==> src/rtl/core/bve_ram.sv <==
// Generic simple dual-port RAM: one write port, one read port, registered read.
// No dependencies.
module bve_ram #(
    parameter int unsigned WIDTH  = 64,
    parameter int unsigned DEPTH  = 64,
    parameter int unsigned ADDR_W = (DEPTH > 1) ? $clog2(DEPTH) : 1
) (
    input  logic              clk,
    input  logic              we,
    input  logic [ADDR_W-1:0] waddr,
    input  logic [WIDTH-1:0]  wdata,
    input  logic [ADDR_W-1:0] raddr,
    output logic [WIDTH-1:0]  rdata
);

    logic [WIDTH-1:0] mem [DEPTH];

    always_ff @(posedge clk)
    begin
        if (we)
        begin
            mem[waddr] <= wdata;
        end
        rdata <= mem[raddr];
    end

endmodule

==> config.mk <==
export PLATFORM = sky130hd
export DESIGN_NAME = bve_ram
export DESIGN_NICKNAME = d
export VERILOG_FILES = /design/src/rtl/core/bve_ram.sv
export SDC_FILE = /design/constraint.sdc
export NUM_CORES = 2
export LEC_CHECK = 0
export BUFFER_PORTS_ARGS = -buffer_cell sky130_fd_sc_hd__buf_2
export CAP_MARGIN = 20
export CORE_UTILIZATION = 55
export DETAILED_ROUTE_END_ITERATION = 12
export GPL_TIMING_DRIVEN = 0
export PLACE_DENSITY_LB_ADDON = 0.3
export SLEW_MARGIN = 5
export SYNTH_ARGS = -nofsm -noshare
export SYNTH_HDL_FRONTEND = slang
export SYNTH_SLANG_ARGS = --single-unit
==> constraint.sdc <==
create_clock -name clk -period 7.4 [get_ports clk]
set_input_delay 1.48 -clock clk [delete_from_list [all_inputs] [get_ports clk]]
set_output_delay 1.48 -clock clk [all_outputs]
set_load 0.02 [all_outputs]
==> out/qor.csv <==
metric,value,unit
utilization,63.9,%
drv_slew,0,
worstSetupEndpointType,flop,
total_power,48900,uW
grt_pass1_vias,77600,
hold_buffers,0,
ir_worst_vdd,0.000237,V
yosysMostFrequentCell,edfxtp_1,
nets,7490,
syn_area_per_cell,23.7,sq um
cts-root-buf,clkbuf_16,
cts_tree,built,
cp.required,8100,ps
ys_async_sr_fraction,0,%
layout_setup_ws,2400,ps
drt_first_pass_iters,6,
syn_nets,6676,
drtIter0Drc,11500,
p_comb_share,5.5,%
path_cells,buf_2 -> buf_4 -> buf_2 -> buf_2 -> buf_4 -> mux2i_1 -> o22ai_1 -> a31oi_1 -> a211oi_1,
syn_inst,6598,
reg2reg_from,mem[47][58],
core-area,283000,sq um
ys_seq_elements,4160,
cts_buffer_depth,4,
synth-edff-count,4096,
synth_flop_cell,edfxtp_1,
skew,64.0,ps
grt_max_degree,65,
worst-path-buf-inv,5,
tightest_slew,1270,ps
pin_count,142,
cp-startpoint,raddr[2],
slew_headroom,15.4,%
hold_path.class,reg -> reg,
ys_top_cells_by_area,"edfxtp_1 (79%), mux4_2 (15%), mux2i_1 (0.86%)",
power.leakage,0.0568,uW
overflow,0,
avgViaCountPerCell,6.73,
crit_path_top_delay_cell,a211oi_1,
min_period_over_period,67.6,%
wire_per_inst,36.6,um
finalCriticalPeriod,5000,ps
p_sw_share,21.4,%
powerDensity,271,nW/um^2
wirelength,421000,um
arrival,5700,ps
path_max_fanout,10,
start_util,55.3,%
rsz0062_at_grt,false,
cp_top_family,buffers and inverters,
synth_top_area_cell,edfxtp_1,
finalSetupTns,0,ps
slowest_delay,840,ps
synth-seq-area-share,79.5,%
postCtsResizedCells,0,
crit_top_cell,buf_2,
synth_top_area_share,78.7,%
clk_latency,950,ps
power_frac_clock,41.1,%
post-place-ws,1820,ps
numClockSinks,4160,
hold_violations,0,
setup_viol,0,
synth_warnings,0,
row_count,195,
grt_first_pass_wirelength,584000,um
crit_path_start_kind,input pin,
vias,77400,
drive_gt1_share,29.9,%
grt.total_usage,29.4,%
grt_antenna_before_repair,35,
max_cap_viol_count,0,
p_sw,10500,uW
synth_cell_types,33,
numCtsBuffers,400,
fp.dieArea,286000,sq um
port_buffers,133,
netlist_area,156000,sq um
outcome,finished clean,
worst-setup-path-type,in -> reg,
drc,0,
dpl.hpwl,275000,um
p_int,38400,uW
timing.fmax,200,MHz
cts_setup_buffers,0,
gp_congestion,0.852,
min_from,mem[59][50],
die_y,535,um
htreeDepth,5,
synth_common_cells,"edfxtp_1 (4096), mux4_2 (1024), buf_2 (170)",
seq_power_share,53.4,%
cts.clk_slew.worst_paths,60,ps
die_x,535,um
drtAntennaViolNets,0,
syn2layout_area_growth,15.5,%
[sequential cells by signal, indices dropped and copies added (netlist names)]
| name | count |
|---|---|
| mem | 4096 |
| rdata | 64 |
[placed cells by master, fill, tap and decap left out, types with 20 or more instances in the layout]
cell       count
buf_2        302
mux4_2      1024
bufinv_16     39
nor2_1        49
or2_2         28
buf_16        32
o221ai_1      38
o22ai_1       83
clkinv_1      80
clkinv_2      82
nand2_1       58
or3_1         29
and3_1        64
diode_2       20
nand3_1       45
a22oi_1      168
buf_4         59
a22o_1        88
nor2_4        62
a211oi_1      63
clkbuf_16    404
dfxtp_1       64
nor2b_1       28
a41oi_1       25
clkbuf_1     215
mux2i_1      135
edfxtp_1    4096
buf_12       217
[stage by stage]
step	std cells	cell area (sq um)	hold slack (ps)
after floorplan	6598	156000	788
after global placement	10500	162000	888
after detailed placement	10700	167000	884
after CTS	11400	179000	894
after global routing	11500	180000	902
final	11500	181000	895
[power by group through the flow]
| stage | Sequential [uW] | Clock [uW] | Combinational, uW |
|---|---|---|---|
| final | 26100 | 20100 | 2680 |
| after global routing | 26100 | 21100 | 2760 |
| after CTS | 26100 | 20200 | 2570 |
| after detailed placement | 26600 | 0 | 2550 |
| after global placement | 26700 | 0 | 2420 |
| after floorplan | 26700 | 0 | 1210 |
[metal layers]
| metal | vias up | wire, um | track usage (%) |
|---|---|---|---|
| met1 | 41000 | 150000 | 40.0 |
| li1 | 30100 | - | - |
| met3 | 898 | 52500 | 7.23 |
| met2 | 5418 | 198000 | 45.8 |
| met4 | 22 | 21000 | 13.0 |
| met5 | - | 170 | 0 |
[path summary, 6_finish.rpt]
check              end  slack (ps)  depth (start not counted)
max           rdata[6]        2400                          9
min          rdata[50]         890                          4
max reg2reg  rdata[58]        4550                          5
min reg2reg  rdata[50]         890                          4
[cells by family (layout without fill, tap and decap cells)]
| kind of cell | after synthesis | count (layout) | synth area share (%) |
|---|---|---|---|
| AOI/OAI and AO/OA | 504 | 504 | 2.48 |
| other | 0 | 20 | 0 |
| DFF | 4160 | 4160 | 79.5 |
| muxes | 1159 | 1159 | 15.6 |
| and+or+nand+nor | 386 | 386 | 1.24 |
| buffers and inverters | 389 | 1528 | 1.18 |
[area by class of cell]
| cell class | count | area, sq um |
|---|---|---|
| clock buffers | 492 | 10500 |
| clock inverters | 235 | 2270 |
| multi-input cells | 2049 | 30700 |
| well taps | 3743 | 4680 |
| inverters | 19 | 71.3 |
| fillers | 17900 | 102000 |
| repair buffers | 412 | 6150 |
| diodes | 20 | 50.0 |
| plain buffers | 370 | 1780 |
| flip-flops and latches | 4160 | 124000 |
[tightest hold or removal path: stages, from the launching register on]
cell and delay (ps):
edfxtp_1 320, mux4_2 230, a22oi_1 90, nand3_1 80, and3_1 170
Power figures use the tool's default switching activity.
